File: src/sv/pid_pkg.sv
// Shared types and constants for the PID step block.
// Used by every module of the block; depends on nothing else.
package pid_pkg;

  // Command codes carried on the input channel.
  localparam logic [1:0] CMD_SAMPLE    = 2'd0;
  localparam logic [1:0] CMD_CLEAR_ALL = 2'd1;
  localparam logic [1:0] CMD_CLEAR_INT = 2'd2;

  // Register indexes on the configuration port.
  localparam logic [2:0] REG_GAIN_P     = 3'd0;
  localparam logic [2:0] REG_GAIN_I     = 3'd1;
  localparam logic [2:0] REG_GAIN_D     = 3'd2;
  localparam logic [2:0] REG_SETPOINT   = 3'd3;
  localparam logic [2:0] REG_FINISH_BND = 3'd4;

  // Integral saturation bounds and the clamp applied to the integral product.
  localparam logic signed [47:0] INTEG_MAX   = 48'sh7FFF_FFFF_FFFF;
  localparam logic signed [47:0] INTEG_MIN   = 48'sh8000_0000_0000;
  localparam logic [71:0]        ITERM_CLAMP = 72'h4_0000_0000_0000;

  // Drive limit of 2.0 in the Q.28 sum, and the rounding offset to Q3.14.
  localparam logic signed [52:0] LIMIT_POS = 53'sh0_0000_2000_0000;
  localparam logic signed [52:0] LIMIT_NEG = -53'sh0_0000_2000_0000;
  localparam logic signed [52:0] ROUND_OFS = 53'sh0_0000_0000_2000;

  // Configuration register set.
  typedef struct packed {
    logic signed [23:0] gain_p;
    logic signed [23:0] gain_i;
    logic signed [23:0] gain_d;
    logic signed [23:0] setpoint;
    logic        [22:0] finish_band;
  } pid_cfg_t;

  // Error terms after the state update.
  typedef struct packed {
    logic signed [24:0] err;
    logic signed [25:0] diff;
    logic signed [47:0] integ;
    logic               finished;
  } pid_s1_t;

  // Products; the integral product is kept as two unsigned partial products.
  typedef struct packed {
    logic signed [48:0] p_term;
    logic signed [49:0] d_term;
    logic        [47:0] i_lo;
    logic        [47:0] i_hi;
    logic               i_neg;
    logic               finished;
  } pid_s2_t;

  // Three signed terms ready for the final sum.
  typedef struct packed {
    logic signed [48:0] p_term;
    logic signed [49:0] d_term;
    logic signed [51:0] i_term;
    logic               finished;
  } pid_s3_t;

endpackage

File: src/sv/pid_out.sv
// Output stages: integral product assembly and clamp, then sum, limit and round.
// Depends on pid_pkg for limits and stage types.
module pid_out
  import pid_pkg::*;
(
  input  logic               clk,
  input  logic               rst,
  input  logic               s2_valid,
  output logic               s2_ready,
  input  pid_s2_t            s2,
  output logic               out_valid,
  input  logic               out_stall,
  output logic signed [17:0] drive,
  output logic               overrange,
  output logic               finished
);

  logic               s3_valid;
  logic               s3_ready;
  pid_s3_t            s3;
  logic [71:0]        i_full;
  logic [50:0]        i_mag;
  logic signed [52:0] sum;
  logic signed [52:0] rounded;
  logic               over;

  assign s2_ready = !s3_valid || s3_ready;
  assign s3_ready = !out_valid || !out_stall;

  // Join the partial products and clamp the magnitude at 2^50.
  always_comb begin
    i_full = {s2.i_hi, 24'd0} + {24'd0, s2.i_lo};
    i_mag  = (i_full > ITERM_CLAMP) ? ITERM_CLAMP[50:0] : i_full[50:0];
  end

  always_ff @(posedge clk) begin
    if (rst) begin
      s3_valid <= 1'b0;
    end else if (s2_ready) begin
      s3_valid <= s2_valid;
    end
  end

  always_ff @(posedge clk) begin
    if (s2_valid && s2_ready) begin
      s3.p_term   <= s2.p_term;
      s3.d_term   <= s2.d_term;
      s3.i_term   <= s2.i_neg ? -$signed({1'b0, i_mag}) : $signed({1'b0, i_mag});
      s3.finished <= s2.finished;
    end
  end

  // Exact sum, overrange test against 2.0, and round half up to Q3.14.
  always_comb begin
    sum     = 53'(s3.p_term) + 53'(s3.d_term) + 53'(s3.i_term);
    over    = (sum > LIMIT_POS) || (sum < LIMIT_NEG);
    rounded = (sum + ROUND_OFS) >>> 14;
  end

  always_ff @(posedge clk) begin
    if (rst) begin
      out_valid <= 1'b0;
    end else if (s3_ready) begin
      out_valid <= s3_valid;
    end
  end

  always_ff @(posedge clk) begin
    if (s3_valid && s3_ready) begin
      drive     <= over ? '0 : rounded[17:0];
      overrange <= over;
      finished  <= s3.finished;
    end
  end

endmodule

File: config.mk
export PLATFORM = sky130hd
export DESIGN_NAME = pid_out
export DESIGN_NICKNAME = d
export VERILOG_FILES = /design/src/sv/pid_pkg.sv /design/src/sv/pid_out.sv
export SDC_FILE = /design/constraint.sdc
export NUM_CORES = 1
export LEC_CHECK = 0
export ABC_AREA = 1
export BUFFER_PORTS_ARGS = -buffer_cell sky130_fd_sc_hd__buf_2
export CAP_MARGIN = 15
export CORE_MARGIN = 4
export CORE_UTILIZATION = 50
export DETAILED_ROUTE_END_ITERATION = 10
export PLACE_DENSITY = 0.78
export SETUP_SLACK_MARGIN = 0.15
export SLEW_MARGIN = 10
export SYNTH_ARGS = -nofsm -noshare
export SYNTH_HDL_FRONTEND = slang
export SYNTH_SLANG_ARGS = --single-unit
File: constraint.sdc
create_clock -name clk -period 11.15 [get_ports clk]
set_input_delay 3.345 -clock clk [delete_from_list [all_inputs] [get_ports clk]]
set_output_delay 3.345 -clock clk [all_outputs]
set_load 0.02 [all_outputs]
==> out/results.txt, run 1 <==
The commonest cells after synthesis are 571 x sky130_fd_sc_hd__nand2_1, 291 x sky130_fd_sc_hd__inv_1, 235 x sky130_fd_sc_hd__nor2_1. Routability-driven placement finished with a final weighted congestion of 0.9897. The repair_antennas step left the layout with diodes totalling 0. The worst pin sits at a relative slew slack of 37.39%. Dividing the detail-routed via count by the number of cells gives 5.427. The post-synthesis cell type with the largest combined area was sky130_fd_sc_hd__edfxtp_1. The total placed cells including tap cells is 2,667, and the number of I/O port buffers is 222. The die is 184.4 um tall. The number of gates resized after CTS was 0.

By startpoint and endpoint, the worst setup path is classified as in2reg. The area of the die is 34,000 sq um. The count of buffers added by post-CTS timing repair for setup was 0; the count of vias placed by the detailed router was 14,648.

The tools report the number of instances in the synthesized netlist as 2,060. Of all flip-flops after synthesis, the portion carrying an async set or reset was 0%. The number of core rows came out at 64.

For the maximum operating frequency, the log shows 0.1303 GHz. The clock drives 174 sinks. The most common cell in the synthesized netlist is sky130_fd_sc_hd__nand2_1.

The detailed router finished its first iteration with 1,131 violations. The run finished with clean final reports. STA puts the critical path data required time at 11,350 ps. Clock tree synthesis selected as its root buffer the cell sky130_fd_sc_hd__clkbuf_16. The number of register bits inferred by synthesis was 174; the initial standard-cell utilization of the core was 50.73%.

The logs give 14,472 for the via count of the first global-routing pass and 0.1030 mV for the peak supply drop. At the pin with the least slew margin, the transition time is 939.2 ps. Setup repair after global routing left no endpoint under its margin. For the share of synthesized area occupied by flip-flops and latches, the log shows 33.46%. The critical path's largest stage delay came out at 490 ps. Summing every instance area after synthesis gives 15,560 sq um.

On the critical path, the stage with the largest delay is an instance of sky130_fd_sc_hd__buf_4. Cells with a size suffix above 1 make up 14.59% of the layout. For this run, the number of Yosys warnings is 0. Summed over its instances, the top area cell type makes up 33.20% of the synthesized netlist area. Summed over all cells, the static leakage comes to 8.657 nW.

TritonCTS built the clock tree. The areal power density over the cells is 127.6 nW/um^2, and the total nets after synthesis is 2,392. On the final layout, the worst hold slack is 446.4 ps. The category of the worst setup path launch point is an input pin. Kind of path behind the tightest hold check: reg2reg. STA classifies the critical path endpoint as a register. The clock latency at the later pin of the worst-skew pair is 460 ps, and the maximum clock skew at final layout is 19.04 ps.

For the total count of max-transition violations in the final report, the log shows 0. The largest fanout on the critical path is 46. The remaining antenna violation count was 0; the average wire per cell in the routed design was 17.65 um.

Setup violations remaining at the end of the flow were counted as 0. OpenSTA, run right after detailed placement, puts the worst setup slack at 3062 ps. By area the synthesized netlist is led by sky130_fd_sc_hd__edfxtp_1 33%, sky130_fd_sc_hd__nand2_1 14%, sky130_fd_sc_hd__inv_1 7.0%, sky130_fd_sc_hd__fa_1 6.9%, sky130_fd_sc_hd__ha_1 6.2%. The cts-stage hold buffer count was 0. The number of flops mapped to enable cells by yosys was 172. The aggregate negative setup slack was 0 ps; the H-tree depth was 4. The finished cells cover 17,730 sq um. The post-synthesis area per instance works out to 7.552 sq um. The iteration count of the initial detailed-routing pass is 7. For this run, the leading register cell type out of synthesis is sky130_fd_sc_hd__edfxtp_1.

Of the available clock period, the critical path in the final layout requires 68.83%. The first global-routing pass estimated 74.40 mm of wire. The final hold violation count is 0, and the count of distinct cell types in the synthesized netlist is 56.

Detailed placement ended at an HPWL of 40.04 mm. In the routed design, unresolved DRC markers number 0. The logs give 0 for the initial antenna violation count and 47.64 mm for the total detailed-routing wirelength. The net total in the final layout is 2,622.

The run gives 81 as the pin count of the biggest net entering global routing. Compared with the post-synthesis result, the final layout area differs by 13.95%. For the all-layer global routing usage, the log shows 27.94%. The floorplan step defined a core boundary enclosing 30,670 sq um.

The tool flagged a number of max-cap violations equal to 0. The tools report the placed standard-cell area as 17,100 sq um. The maximum buffer depth of the clock tree was 2; the chip width was 184.4 um. The total congestion overflow after global routing is 0, and the non-filler instance count after layout is 2,699.

The time the final worst path needs with I/O delays and setup was 7675 ps; the smallest setup slack after layout was 3475 ps. The clock-pin slew reported for the worst setup and hold paths after clock tree synthesis was 80 ps. The arrival time at the worst endpoint is 7880 ps. For this design the top-level I/O count stands at 223.

For the total CTS buffers, the log shows 17.
cell usage in the layout (no fill, tap or decap), drive strengths merged, types with 10 or more instances in the layout:
master,synthesis,layout
a21oi,92,92
a31oi,13,13
buf,13,226
clkbuf,2,17
clkinv,1,10
edfxtp,172,172
fa,54,54
ha,77,77
inv,302,308
nand2,589,589
nand3,129,129
nand3b,18,18
nand4,60,60
nor2,250,250
nor3,19,19
nor4,15,15
o21ai,86,86
xnor2,35,35
xor2,72,72
critical path, delay by kind of cell:
| kind | cells | cell delay [ps] |
|---|---|---|
| and+or+nand+nor | 20 | 2640 |
| buffers and inverters | 6 | 940 |
| adders and majority gates | 3 | 920 |
metrics by stage:
stage	util (%)	total power, mW
global route	57.80	2.401
finish	57.80	2.262
detailed placement	55.74	1.637
floorplan	-	1.397
global placement	55.74	1.617
CTS	57.80	2.261
cell type report:
cell class	instances	area [sq um]
Tap cell	396	495.5
Clock inverter	15	206.4
Fill cell	2860	12940
Inverter	303	1142
Timing Repair Buffer	226	1141
Sequential cell	174	5205
Clock buffer	17	425.4
Multi-Input combinational cell	1568	9112
path summary, 6_finish.rpt:
check	end	start	depth (start not counted)	slack, ps
worst max-delay path	s3[49]	s2[2]	29	3480
worst min-delay path	finished	s3[0]	0	450
worst max register to register	drive[17]	s3[4]	20	6560
worst min register to register	finished	s3[0]	0	450
where the power goes:
group          internal (mW)  switching (mW)
clock network          0.310           0.314
registers              0.769          0.0219
logic                  0.287           0.561
cell families (layout without fill, tap and decap cells):
logic type	count (synthesis)	after routing	synth area share (%)
compound gates	234	234	8.992
simple gates	1096	1096	30.34
fa+ha+maj	131	131	13.14
xor+xnor	107	107	6.072
buf+inv	318	561	8.002
flops	174	174	33.46
per-layer routing:
metal	share of wire, %	vias to the layer above	wire, um	track usage (%)
met5	0	-	0	0
met4	3.0	0	1409	9.258
met3	5.8	78	2768	2.467
met2	49	557	23480	49.02
met1	42	6753	19980	36.55
li1	-	7260	-	-
state kept, by name, indices dropped and copies added (netlist names):
signal and count:
drive 18, s3_valid 1, finished 1, out_valid 1, overrange 1, s3 152
(Power assumes the default switching activity.)
==> inputs of run 2 (changes only) <==
--- a/config.mk
+++ b/config.mk
@@ -11,7 +11,7 @@
 export CORE_MARGIN = 4
 export CORE_UTILIZATION = 50
 export DETAILED_ROUTE_END_ITERATION = 10
-export PLACE_DENSITY = 0.78
+export PLACE_DENSITY = 0.81
 export SETUP_SLACK_MARGIN = 0.15
 export SLEW_MARGIN = 10
 export SYNTH_ARGS = -nofsm -noshare
==> constraint.sdc (replaced) <==
create_clock -name clk -period 6.62 [get_ports clk]
set_input_delay 1.986 -clock clk [delete_from_list [all_inputs] [get_ports clk]]
set_output_delay 1.986 -clock clk [all_outputs]
set_load 0.02 [all_outputs]
==> run 2 against run 1 <==
  * Critical path depth decreased by 2
  * Worst hold slack worse by 1.1 ps
  * Clock skew about the same
  * Largest cell class unchanged
  * Non-clock buffer count rose by 1
  * Count of clock-buffer cells in the layout rose by 2
  * Sequential share of layout area increased by 0.056 points
  * Cell count barely moved
  * Flip-flop and latch count unchanged
  * Routed wire length down 1.6%
==> out/results.txt, run 2 (synthesis results as in run 1) <==
In the final layout, the registers with the most flip-flops are s3 (152), drive (18). The logs give 34,000 sq um (unchanged) for the area of the die and 0 (unchanged) for the residual DRC count. Pin count of the biggest net entering global routing: 95 (+17%). The critical path ends at s3[41]. H-tree depth: 4 (unchanged). The critical path's largest stage delay was 430 ps (-60 ps); the final hold violation count was 0 (unchanged). Height of the die: 184.4 um (unchanged). The tools report the cts-stage hold buffer count as 0 (unchanged). The flow ran to the end, and the final reports show no timing, DRC or antenna violations. The maximum buffer depth of the clock tree came out at 2 (unchanged). The hold-critical path depth was 0 (unchanged). The worst setup path is captured at a register. The proportion of layout cells with a drive suffix above 1 is 14.54% (-0.050 points). Flip-flop count of the largest register after layout: 152 (unchanged). The tools report the remaining antenna violation count as 0 (unchanged). For the setup-violating endpoint count in the final report, the log shows 0 (unchanged). TritonCTS built the clock tree. The tools report the required time at the endpoint of the critical path as 6830 ps (-4520 ps). The HPWL reported at the end of detailed placement was 38.82 mm (-3.0%); the net total in the final layout was 2,623 (+0.038%). The total detailed-routing wirelength was 46.89 mm (-1.6%). The placed standard-cell area is 17,120 sq um (+0.12%). Library cell contributing the largest single delay on the critical path: sky130_fd_sc_hd__fa_1.

The run gives 0.1790 GHz as the maximum operating frequency. The tools report the maximum clock skew at final layout as 18.78 ps (-0.2644 ps). The tools report the count of vias placed by the detailed router as 14,922 (+1.9%).

The areal power density over the cells is 213.1 nW/um^2 (+67%), and the average wire per cell in the routed design is 17.36 um (-1.6%). The floorplan core area came out at 30,670 sq um (unchanged). The count of cells along the worst register-to-register path was 19 (-5.0%). For the initial antenna violation count, the log shows 0 (unchanged). The initial standard-cell utilization of the core was 50.73% (unchanged); the total inserted antenna cells was 0 (unchanged).

The run gives 2,668 (+0.037%) as the total placed cells including tap cells. The root buffer cell chosen for the clock tree is sky130_fd_sc_hd__clkbuf_16. For the arrival time at the worst endpoint, the log shows 5790 ps (-2090 ps). The capture point of the worst reg-to-reg path is drive[5]. In this run the critical register-to-register path is launched from s3[5]. The tools report the non-filler instance count after layout as 2,700 (+0.037%).

The number of gates resized after CTS is 0 (unchanged), and the count of buffers added by post-CTS timing repair for setup is 0 (unchanged). The tools report the total CTS buffers as 17 (unchanged). The clock latency at the later pin of the worst-skew pair came out at 450 ps (about the same). Reported leakage power: 8.643 nW (-0.16%).

The chip width was 184.4 um (unchanged); the total congestion overflow after global routing was 0 (unchanged). For the number of core rows, the log shows 64 (unchanged). Via density per instance: 5.527 (+1.8%). The most critical setup path has its startpoint at s2[2].

The most repeated library cell on the critical path is sky130_fd_sc_hd__nand2_1. The largest fanout on the critical path is 58 (+26%). The critical setup path kind is in2reg. The time the final worst path needs with I/O delays and setup works out to 5587 ps. The tools report the routability congestion estimate as 1.012 (+2.2%).

The run gives 0 (unchanged) as the total count of max-transition violations in the final report. The worst-case register-to-register setup slack came out at 1940 ps (-4620 ps). Leaving out fill and tap cells, the most frequent cell in the layout is sky130_fd_sc_hd__nand2_1. The worst setup path is launched from an input pin. The clock-pin slew reported for the worst setup and hold paths after clock tree synthesis was 70 ps (about the same).

Final worst-path cycle share: 84.39%. Setup repair after global routing left no endpoint under its margin. The tools report the iteration count of the initial detailed-routing pass as 9 (+2). The top cell types in the final layout, fill and taps aside, are 571 x sky130_fd_sc_hd__nand2_1, 290 x sky130_fd_sc_hd__inv_1, 235 x sky130_fd_sc_hd__nor2_1. The all-layer global routing usage came out at 27.17% (-0.77 points). The aggregate negative setup slack was 0 ps (unchanged). The logs give 0.1652 mV (+60%) for the peak supply drop and 73.23 mm (-1.6%) for the global-route wire length before repair.

The number of clock sinks seen by CTS is 174 (unchanged). Number of top-level pins: 223 (unchanged). The actual slew at the worst max-slew pin is 940.1 ps (+0.9121 ps).

The number of I/O port buffers came out at 222 (unchanged). Max-cap violation count: 0 (unchanged). The largest register by flop count is s3.

Cell area after layout: 17,690 sq um (-0.19%). The worst relative slew slack was 37.33% (-0.061 points). Relative to the synthesized area, the layout overhead comes to 13.74%.

The run gives 14,269 (-1.4%) as the via count of the first global-routing pass. The kind of path behind the tightest hold check is reg2reg. DRC violation total after the first TritonRoute iteration: 1,102 (-2.6%).
## run 2: changes by cell type in the layout (fill, tap and decap cells not counted), moves of 2 or more
cell	change
sky130_fd_sc_hd__inv_6	+4
sky130_fd_sc_hd__clkbuf_1	+2
sky130_fd_sc_hd__clkinv_8	-6
sky130_fd_sc_hd__inv_12	-2
## run 2: cell type report
cell class / instances / area [sq um]
fill: 2838 / 12970
timing repair buffer: 227 / 1161
clock buffer: 19 / 432.9
sequential: 174 / 5205
clock inverter: 13 / 145.1
inverter: 303 / 1142
multi-input combinational: 1568 / 9112
tap: 396 / 495.5
## run 2: worst min-delay path by stage
stage,startpoint,endpoint,slack (ps)
CTS,s3[0],finished,450
floorplan,s3[0],finished,400
finish,s3[0],finished,450
detailed placement,s3[0],finished,440
global route,s3[0],finished,450
global placement,s3[0],finished,400
## run 2: per-layer routing
layer | up-vias | track usage (%) | part of all wire [%]
met2 | 625 | 46.88 | 48
met3 | 113 | 3.098 | 6.3
met1 | 6946 | 35.09 | 42
met5 | - | 0 | 0
met4 | 0 | 10.59 | 3.6
li1 | 7238 | - | -
## run 2: report_power, final
group | leakage (nW) | switching [mW] | internal, mW | total (mW)
clock network | 0.282 | 0.474 | 0.535 | 1.01
registers | 1.73 | 0.0397 | 1.30 | 1.34
logic | 6.63 | 0.941 | 0.486 | 1.43
## run 2: through the flow
step           utilization, %  power, mW  setup WS [ps]  hold WS (ps)
2_1_floorplan               -      2.353          776.1         400.3
3_3_place_gp            55.81      2.714          805.0         404.3
3_5_place_dp            55.81      2.747          674.4         441.1
4_1_cts                 57.69      3.755           1150         450.5
5_1_grt                 57.69      3.997          762.9         451.7
6_report                57.69      3.770           1033         445.3
## run 2: critical path: cells and delay by family
kind | cells | cell delay, ps
adders and majority gates | 3 | 930
and+or+nand+nor | 20 | 2320
buffers and inverters | 3 | 460
xor gates and xnor gates | 1 | 70
==> inputs of run 3 (changes only) <==
--- a/config.mk
+++ b/config.mk
@@ -11,7 +11,7 @@
 export CORE_MARGIN = 4
 export CORE_UTILIZATION = 50
 export DETAILED_ROUTE_END_ITERATION = 10
-export PLACE_DENSITY = 0.81
+export PLACE_DENSITY = 0.78
 export SETUP_SLACK_MARGIN = 0.15
 export SLEW_MARGIN = 10
 export SYNTH_ARGS = -nofsm -noshare
==> constraint.sdc (replaced) <==
create_clock -name clk -period 5.6 [get_ports clk]
set_input_delay 1.68 -clock clk [delete_from_list [all_inputs] [get_ports clk]]
set_output_delay 1.68 -clock clk [all_outputs]
set_load 0.02 [all_outputs]
==> run 3 against run 2 <==
  * Count of clock-buffer cells in the layout decreased by 2
  * Critical path type unchanged
  * Register-to-register slack got worse by 990 ps
  * Utilization increased by 0.56 points
  * Clock power increased by 24%
  * Flip-flop and latch count unchanged
  * Via count decreased by 0.23%
  * Critical endpoint is now s3[49]
  * Non-clock buffer count increased by 13
  * Critical path depth unchanged
==> out/results.txt, run 3 (synthesis results as in run 1) <==
The tools report the cell area after layout as 17,870 sq um (+0.97%). The origin of the worst min-delay path is s3[0]. The run finished with clean final reports. The reported leakage power is 8.725 nW (+0.95%), and the via density per instance is 5.483 (-0.79%).

The buffers plus inverters on the worst setup path came out at 3 (unchanged). Clock-pin slew reported for the worst setup and hold paths after clock tree synthesis: 70 ps (about the same). The HPWL reported at the end of detailed placement is 39.65 mm (+2.1%), and the count of vias placed by the detailed router is 14,887 (-0.23%). The tools report the category of the worst setup path launch point as an input pin.

The worst path uses 90.81% of the clock period. The library cell contributing the largest single delay on the critical path is sky130_fd_sc_hd__fa_2. The height of the die is 184.4 um (unchanged), and the maximum clock skew at final layout is 11.74 ps (-7.037 ps).

Max-cap violation count: 0 (unchanged). The tools report the total congestion overflow after global routing as 0 (unchanged). For the peak supply drop, the log shows 0.2279 mV (+38%).

More flip-flops sit in one register than any other, and that register is s3. The run gives 73.25 mm (about the same) as the global-route wire length before repair. The logs give 34,000 sq um (unchanged) for the area of the die and 514.8 ps (-518.6 ps) for the smallest setup slack after layout. The average wire per cell in the routed design is 17.41 um (+0.27%), and the setup-violating endpoint count in the final report is 0 (unchanged). For the placed standard-cell area, the log shows 17,230 sq um (+0.67%). For the aggregate negative setup slack, the log shows 0 ps (unchanged).

The areal power density over the cells was 252.9 nW/um^2 (+19%). Capture point of the worst reg-to-reg path: drive[17]. The reg-to-reg critical path startpoint is s3[2].

The tools report the via count of the first global-routing pass as 14,319 (+0.35%). For the required time at the endpoint of the critical path, the log shows 5800 ps (-1030 ps). The tools report the residual DRC count as 0 (unchanged).

The maximum buffer depth of the clock tree came out at 2 (unchanged). The worst-case register-to-register setup slack was 950 ps (-990 ps); the count of cells along the worst register-to-register path was 23 (+4). The critical path's largest stage delay was 370 ps (-60 ps).

The end of the worst hold path is finished. The total power was 4.517 mW (+20%). The pin count of the biggest net entering global routing was 72 (-24%); the hold-critical path depth was 0 (unchanged). The run gives 429.3 ps (-15.94 ps) as the worst slack on hold paths.

The tools report the total placed cells including tap cells as 2,680 (+0.45%). Grouping stages by cell kind, the critical path spends the most delay in simple AND/OR/NAND/NOR gates. CTS placed an instance of sky130_fd_sc_hd__clkbuf_16 at the clock tree root. The worst relative slew slack was 35.08% (-2.2 points); the number of top-level pins was 223 (unchanged). The floorplan core area was 30,670 sq um (unchanged). Leaving out fill and tap cells, the most frequent cells in the layout are 571 x sky130_fd_sc_hd__nand2_1, 290 x sky130_fd_sc_hd__inv_1, 233 x sky130_fd_sc_hd__nor2_1.

The largest registers in the layout are s3 (152), drive (18). The critical path in this run is classified as in2reg. Most repeated library cell on the critical path: sky130_fd_sc_hd__nand2_1. The number of clock sinks seen by CTS is 174 (unchanged), and the clock latency at the later pin of the worst-skew pair is 440 ps (about the same). The iteration count of the initial detailed-routing pass was 6 (-3); the actual slew at the worst max-slew pin was 973.7 ps (+33.61 ps). The area occupied by multi-input gates is 9120 sq um (about the same). The tools report the DRC violation total after the first TritonRoute iteration as 1,216 (+10%).

Kind of capture point of the worst setup path: a register. For the remaining antenna violation count, the log shows 0 (unchanged). The tools report the worst slack at placement as -9.739 ps (-684.1 ps).

The initial antenna violation count is 2 (+2), and the total CTS buffers is 17 (unchanged). The most frequent standard cell in the layout excluding fill and tap cells was sky130_fd_sc_hd__nand2_1. The non-filler instance count after layout is 2,715 (+0.56%), and the total detailed-routing wirelength is 47.28 mm (+0.83%). The largest fanout on the critical path was 18 (-69%). The tightest min-delay check is of the reg2reg type.

The tools report the cts-stage hold buffer count as 0 (unchanged). The maximum operating frequency came out at 0.1966 GHz. TritonCTS built the clock tree. The logs give 0 (unchanged) for the total count of max-transition violations in the final report and 0 (unchanged) for the final hold violation count. The routability congestion estimate was 0.9554 (-5.6%). The register area was 5205 sq um (unchanged); the initial standard-cell utilization of the core was 50.73% (unchanged). The utilization of the core after routing was 58.25% (+0.56 points). The H-tree depth came out at 4 (unchanged). The synthesis-to-layout area growth was 14.84%; the arrival time at the worst endpoint was 5280 ps (-510 ps). Net total in the final layout: 2,636 (+0.50%).

The number of I/O port buffers is 222 (unchanged). The flip-flop count of the largest register after layout was 152 (unchanged); the chip width was 184.4 um (unchanged). The time the final worst path needs with I/O delays and setup came out at 5085 ps. The proportion of layout cells with a drive suffix above 1 was 15.24% (+0.70 points). The logs give 27.39% (+0.22 points) for the all-layer global routing usage and 2,842 (+0.14%) for the layout filler cell count. Setup repair after global routing left no endpoint under its margin. The run gives 64 (unchanged) as the number of core rows.
run 3: cell count changes in the layout (fill, tap and decap cells not counted), moves of 2 or more:
cell / delta
sky130_fd_sc_hd__clkbuf_1: -2
sky130_fd_sc_hd__clkinv_4: +2
sky130_fd_sc_hd__nor2_2: +2
sky130_fd_sc_hd__clkinv_8: +2
sky130_fd_sc_hd__diode_2: +2
sky130_fd_sc_hd__buf_4: +11
sky130_fd_sc_hd__buf_12: +2
sky130_fd_sc_hd__nor2_1: -2
sky130_fd_sc_hd__inv_6: -2
run 3: layout make-up:
cell class	instances	area share (%)
Tap cell	396	2.773
Clock buffer	17	2.381
Multi-Input combinational cell	1568	51.05
Inverter	303	6.387
Sequential cell	174	29.13
Timing Repair Buffer	240	7.185
Clock inverter	15	1.064
Antenna cell	2	0.02801
run 3: worst max path at each step:
stage / slack, ps / depth (start not counted) / start / to
6_report: 510 / 27 / s2[2] / s3[49]
2_1_floorplan: 420 / 28 / s2[2] / s3[33]
3_3_place_gp: 80 / 27 / s2[14] / s3[49]
3_5_place_dp: -10 / 27 / s2[2] / s3[49]
5_1_grt: 160 / 28 / s2[2] / s3[49]
4_1_cts: 440 / 28 / s2[2] / s3[49]
run 3: what timing repair did:
action | in CTS | in global routing
gates resized for setup | 0 | 3
setup endpoints to repair | 0 | 24
setup buffers | 0 | 1
run 3: per-layer routing:
layer	GRT usage, %	part of all wire [%]	wire length, um
met5	0	0	0
met4	9.790	3.3	1552
met3	2.684	6.8	3199
met2	46.79	48	22540
met1	36.44	42	19980
run 3: where the power goes:
part | internal [mW] | switching [mW] | leakage, nW
Clock | 0.647 | 0.605 | 0.300
Combinational | 0.576 | 1.11 | 6.70
Sequential | 1.53 | 0.0455 | 1.73
